**config.mk**
```make
export PLATFORM = sky130hd
export DESIGN_NAME = lsht_datapath
export DESIGN_NICKNAME = d
export VERILOG_FILES = /design/src/hdl/lsht_pkg.sv /design/src/hdl/lsht_datapath.sv
export SDC_FILE = /design/constraint.sdc
export NUM_CORES = 2
export LEC_CHECK = 0
export ABC_AREA = 1
export BUFFER_PORTS_ARGS = -buffer_cell sky130_fd_sc_hd__buf_2
export CAP_MARGIN = 15
export CORE_MARGIN = 2
export CORE_UTILIZATION = 30
export CTS_CLUSTER_SIZE = 24
export DETAILED_ROUTE_END_ITERATION = 7
export PLACE_DENSITY = 0.56
export SYNTH_ARGS = -nofsm -noshare
export SYNTH_HDL_FRONTEND = slang
export SYNTH_SLANG_ARGS = --single-unit
```
**constraint.sdc**
```tcl
create_clock -name clk -period 8 [get_ports clk]
set_input_delay 2 -clock clk [delete_from_list [all_inputs] [get_ports clk]]
set_output_delay 2 -clock clk [all_outputs]
set_load 0.02 [all_outputs]
```
**src/hdl/lsht_pkg.sv**
```systemverilog
// Shared types, constants and helpers for the line segment hit test block.
// No dependencies; used by lsht_datapath and line_segment_hit_test.
`default_nettype none
package lsht_pkg;

  localparam int COORD_W = 16;
  localparam int REG_W = 8;
  localparam int CFG_INDEX_W = 2;
  localparam int DIFF_W = COORD_W + 1;   // difference of two coordinates
  localparam int SUM_W = COORD_W + 3;    // a + b - 2c
  localparam int PROD_W = 2 * DIFF_W;    // product of two differences
  localparam int WIDE_W = PROD_W + 1;    // difference of two products
  localparam int TOL_W = REG_W + 1;      // margin plus thickness
  localparam int LIM_W = TOL_W + COORD_W;

  // Register indexes on the configuration port.
  localparam logic [CFG_INDEX_W-1:0] REG_HIT_MARGIN = 2'd0;
  localparam logic [CFG_INDEX_W-1:0] REG_LINE_THICKNESS = 2'd1;

  localparam logic [REG_W-1:0] RESET_HIT_MARGIN = 8'd10;
  localparam logic [REG_W-1:0] RESET_LINE_THICKNESS = 8'd1;

  // Stage advance strobes from the pipeline control to the datapath.
  typedef struct packed {
    logic s1;
    logic s2;
  } adv_t;

  function automatic logic [WIDE_W-1:0] mag(input logic signed [WIDE_W-1:0] v);
    logic [WIDE_W-1:0] r;
    r = v[WIDE_W-1] ? WIDE_W'(-v) : WIDE_W'(v);
    return r;
  endfunction

endpackage
`default_nettype wire

```
**src/hdl/lsht_datapath.sv**
```systemverilog
// Two payload stages of the hit test: coordinate differences, then products.
// Depends on lsht_pkg; the result register lives in line_segment_hit_test.
`default_nettype none
module lsht_datapath (
  input  wire logic                              clk,
  input  wire lsht_pkg::adv_t                    adv,
  input  wire logic signed [lsht_pkg::COORD_W-1:0] start_x,
  input  wire logic signed [lsht_pkg::COORD_W-1:0] start_y,
  input  wire logic signed [lsht_pkg::COORD_W-1:0] end_x,
  input  wire logic signed [lsht_pkg::COORD_W-1:0] end_y,
  input  wire logic                              end_present,
  input  wire logic signed [lsht_pkg::COORD_W-1:0] test_x,
  input  wire logic signed [lsht_pkg::COORD_W-1:0] test_y,
  input  wire logic [lsht_pkg::REG_W-1:0]        hit_margin,
  input  wire logic [lsht_pkg::REG_W-1:0]        line_thickness,
  output logic                                   hit_next
);

  localparam int DW = lsht_pkg::DIFF_W;
  localparam int SW = lsht_pkg::SUM_W;
  localparam int PW = lsht_pkg::PROD_W;
  localparam int WW = lsht_pkg::WIDE_W;

  // Stage 1: differences and band flags.
  logic signed [SW-1:0] sum_x, sum_y;
  logic                 between_y, between_x;
  logic signed [DW-1:0] dx, dy, ex, ey;
  logic                 present1;

  logic signed [SW-1:0] x1s, x2s, pxs, y1s, y2s, pys;

  always_comb begin
    x1s = SW'(start_x);
    x2s = SW'(end_x);
    pxs = SW'(test_x);
    y1s = SW'(start_y);
    y2s = SW'(end_y);
    pys = SW'(test_y);
  end

  always_ff @(posedge clk) begin
    if (adv.s1) begin
      sum_x <= x1s + x2s - (pxs <<< 1);
      sum_y <= y1s + y2s - (pys <<< 1);
      between_y <= (test_y > start_y && test_y < end_y) ||
                   (test_y < start_y && test_y > end_y);
      between_x <= (test_x > start_x && test_x < end_x) ||
                   (test_x < start_x && test_x > end_x);
      dx <= DW'(end_x) - DW'(start_x);
      dy <= DW'(end_y) - DW'(start_y);
      ex <= DW'(test_x) - DW'(start_x);
      ey <= DW'(test_y) - DW'(start_y);
      present1 <= end_present;
    end
  end

  // Stage 2: band decisions and the products of the angled test.
  logic                              vband, hband;
  logic signed [PW-1:0]              prod_a, prod_b, box_l, box_r;
  logic [lsht_pkg::LIM_W-1:0]        limit;
  logic                              box_en;

  logic [WW-1:0]                     sum_x_mag, sum_y_mag, dx_mag;
  logic [lsht_pkg::TOL_W-1:0]        tol;

  always_comb begin
    sum_x_mag = lsht_pkg::mag(WW'(sum_x));
    sum_y_mag = lsht_pkg::mag(WW'(sum_y));
    dx_mag = lsht_pkg::mag(WW'(dx));
    tol = lsht_pkg::TOL_W'(hit_margin) + lsht_pkg::TOL_W'(line_thickness);
  end

  always_ff @(posedge clk) begin
    if (adv.s2) begin
      vband <= present1 && between_y && (sum_x_mag < WW'(hit_margin));
      hband <= present1 && between_x && (sum_y_mag < WW'(hit_margin));
      prod_a <= ey * dx;
      prod_b <= dy * ex;
      box_l <= ey * ex;
      box_r <= dy * dx;
      limit <= tol * dx_mag[lsht_pkg::COORD_W-1:0];
      // drop the angled case for an absent end point
      box_en <= present1;
    end
  end

  // Final decision feeds the result register.
  logic [WW-1:0] dev_mag, box_l_mag, box_r_mag;

  always_comb begin
    dev_mag = lsht_pkg::mag(WW'(prod_a) - WW'(prod_b));
    box_l_mag = lsht_pkg::mag(WW'(box_l));
    box_r_mag = lsht_pkg::mag(WW'(box_r));
    hit_next = vband || hband ||
               (box_en && (box_l_mag < box_r_mag) && (dev_mag <= WW'(limit)));
  end

endmodule
`default_nettype wire

```
==> impl_metrics.ini <==
[cts]
clkTransAtPathRegs_ps = 60
max-clock-path-buffers = 3
cts-root-buf = clkbuf_16
cts_setup_buffers = 0
cts_sinks = 269
htreeDepth = 2
clk_latency_ps = 640
cts_buffers = 39
tritoncts = built

[synth]
synth.area.top_cells = fa_1, inv_1, edfxtp_1
synth_async_sr_flop_share = 0
netlist.area_leader.share = 0.373
synth_ff_type = edfxtp_1
yosysWarnings = 0
synth_area_leader_cell = fa_1
synth_cell_type_count = 57
synth.most_common_cell = inv_1
seq_area_frac_synth = 0.114
synth-seq-cells = 269
synth-edff-count = 269
yosys-top-cells-count = inv_1, nand2_1, fa_1
synth.avg_cell_area_um2 = 8.08
synth_cells = 8768
syn_area_um2 = 70900
syn-num-nets = 10800

[floorplan]
start_util = 0.302
rows = 178
die_w_um = 490
die_h_um = 490
design.die.area_um2 = 240000
io_pins = 117
core_um2 = 235000

[route]
remaining_drc_errors = 0
first_iter_violations = 3334
routed_wl_um = 199000
drtAntennaViolNets = 0
wire_per_inst_um = 16.7
vias_per_cell = 4.54
firstDrtPassIters = 6
vias = 54300

[run_status]
status = complete, no violations

[sta]
setup_viol = 0
fmax_mhz = 136
period_minus_slack_ps = 7380
tightest_slew_ps = 1190
clock_skew_ps = 24.4
finalCritPeriodShare = 0.922
rsz0062_at_grt = false
slew_violations = 0
worst_slew_margin_rel = 0.207
hold_viol = 0

[global_route]
grt_max_degree = 125
overflow = 0
grt_pass1_wl_um = 321000
antenna_found_initial = 5
grt_usage = 0.169
grt_pass1_vias = 57800

[setup_path]
criticalPathCategory = reg2out
worstPathArrival_ps = 5380
crit_path_end_kind = output pin
crit_fanout = 22
required_ps = 6000
critPathLaunchType = register

[place]
placed_cell_area_um2 = 75600
numPortBuffers = 116
hpwl_um = 171000
place_inst = 11900
gp_congestion = 0.891

[flow_run]
cap_viol_max_count = 0

[layout]
nets = 10900
fill_cells = 24900
final_area_um2 = 77000
instances_no_fill = 12000
layout-drive-gt1-share = 0.0475
area_delta_synth_final_pct = 8.61

[hold_path]
hp-class = reg2reg
==> worst paths after layout <==
| check | to | from | slack (ps) | depth (start not counted) |
|---|---|---|---|---|
| min | vband | sum_x[16] | 850 | 4 |
| max reg2reg | prod_b[32] | ex[4] | 760 | 23 |
| min reg2reg | vband | sum_x[16] | 850 | 4 |
| max | hit_next | box_r[33] | 620 | 26 |
==> critical path: stages (launching register included) <==
cell        delay [ps]
edfxtp_1           660
clkinvlp_4         440
nor2_1             140
nor2_1             170
nand2_1            130
nor2_1             290
nand2_1            150
nor2_1             190
o21ai_0            180
nor2_1             170
xor2_1             100
ha_1               300
nand2_1             60
nor2_1             150
nand2_1            120
nor2_1             270
nand4_1            220
nand4_1            160
buf_4              230
a21oi_1             80
nand3_1             80
nor2_1              50
nand2_1             50
nor2_1              40
nand2_1             60
nand2_1             50
buf_2              180
==> stage by stage <==
step / setup slack, ps / hold slack [ps] / setup TNS, ps / utilization
after CTS: 315 / 849 / 0 / 0.328
after global routing: 162 / 952 / 0 / 0.328
after floorplan: 354 / 451 / 0 / -
after global placement: -129 / 838 / -256 / 0.322
final: 625 / 853 / 0 / 0.328
after detailed placement: 42.1 / 836 / 0 / 0.322
==> state kept, by name, summed over array words and instances (netlist names), 16 cells and up <==
signal / cells
box_l: 34
box_r: 34
dx: 16
dy: 16
ex: 17
ey: 17
limit: 25
prod_a: 34
prod_b: 34
sum_x: 18
sum_y: 18
==> what timing repair did <==
action                                  CTS  global route
hold buffers                              0             0
gates resized for setup                   0             1
endpoints found under the setup margin    0             1
==> metal layers <==
metal	GRT usage	part of all wire
met1	0.228	0.45
met4	0.0420	0.025
met5	0	0.00014
met2	0.288	0.48
met3	0.0171	0.048
==> cell families after synthesis <==
logic type | Yosys count | synth area share
flip-flops | 269 | 0.114
buffers and inverters | 2829 | 0.150
AND/OR/NAND/NOR | 2683 | 0.151
adder cells (fa/ha/maj) | 1959 | 0.486
XOR/XNOR | 393 | 0.0486
AO/OA/AOI/OAI | 633 | 0.0502
other | 2 | 0.000106
==> final cells by class <==
class                           instances  area [µm²]  area share
Multi-Input combinational cell       5670       52200       0.678
Inverter                             2536        9520       0.124
Sequential cell                       269        8080       0.105
Tap cell                             3150        3940      0.0512
Timing Repair Buffer                  278        1920      0.0249
Clock buffer                           41         983      0.0128
Clock inverter                         31         360     0.00468
Antenna cell                            1        2.50   0.0000325
==> placed cells by master (no fill, tap or decap), drive strengths merged, types with 49 or more instances in the layout <==
cell / count
nand2: 2026
a21oi: 323
nor2: 382
o21ai: 166
nand4: 49
nand3: 131
buf: 278
nor3: 51
ha: 638
inv: 2534
xnor2: 143
fa: 1321
xor2: 250
edfxtp: 269
Power is left out: the tool's default activity adds up to more than one toggle a clock period on the data nets, which glitch-free logic cannot reach.
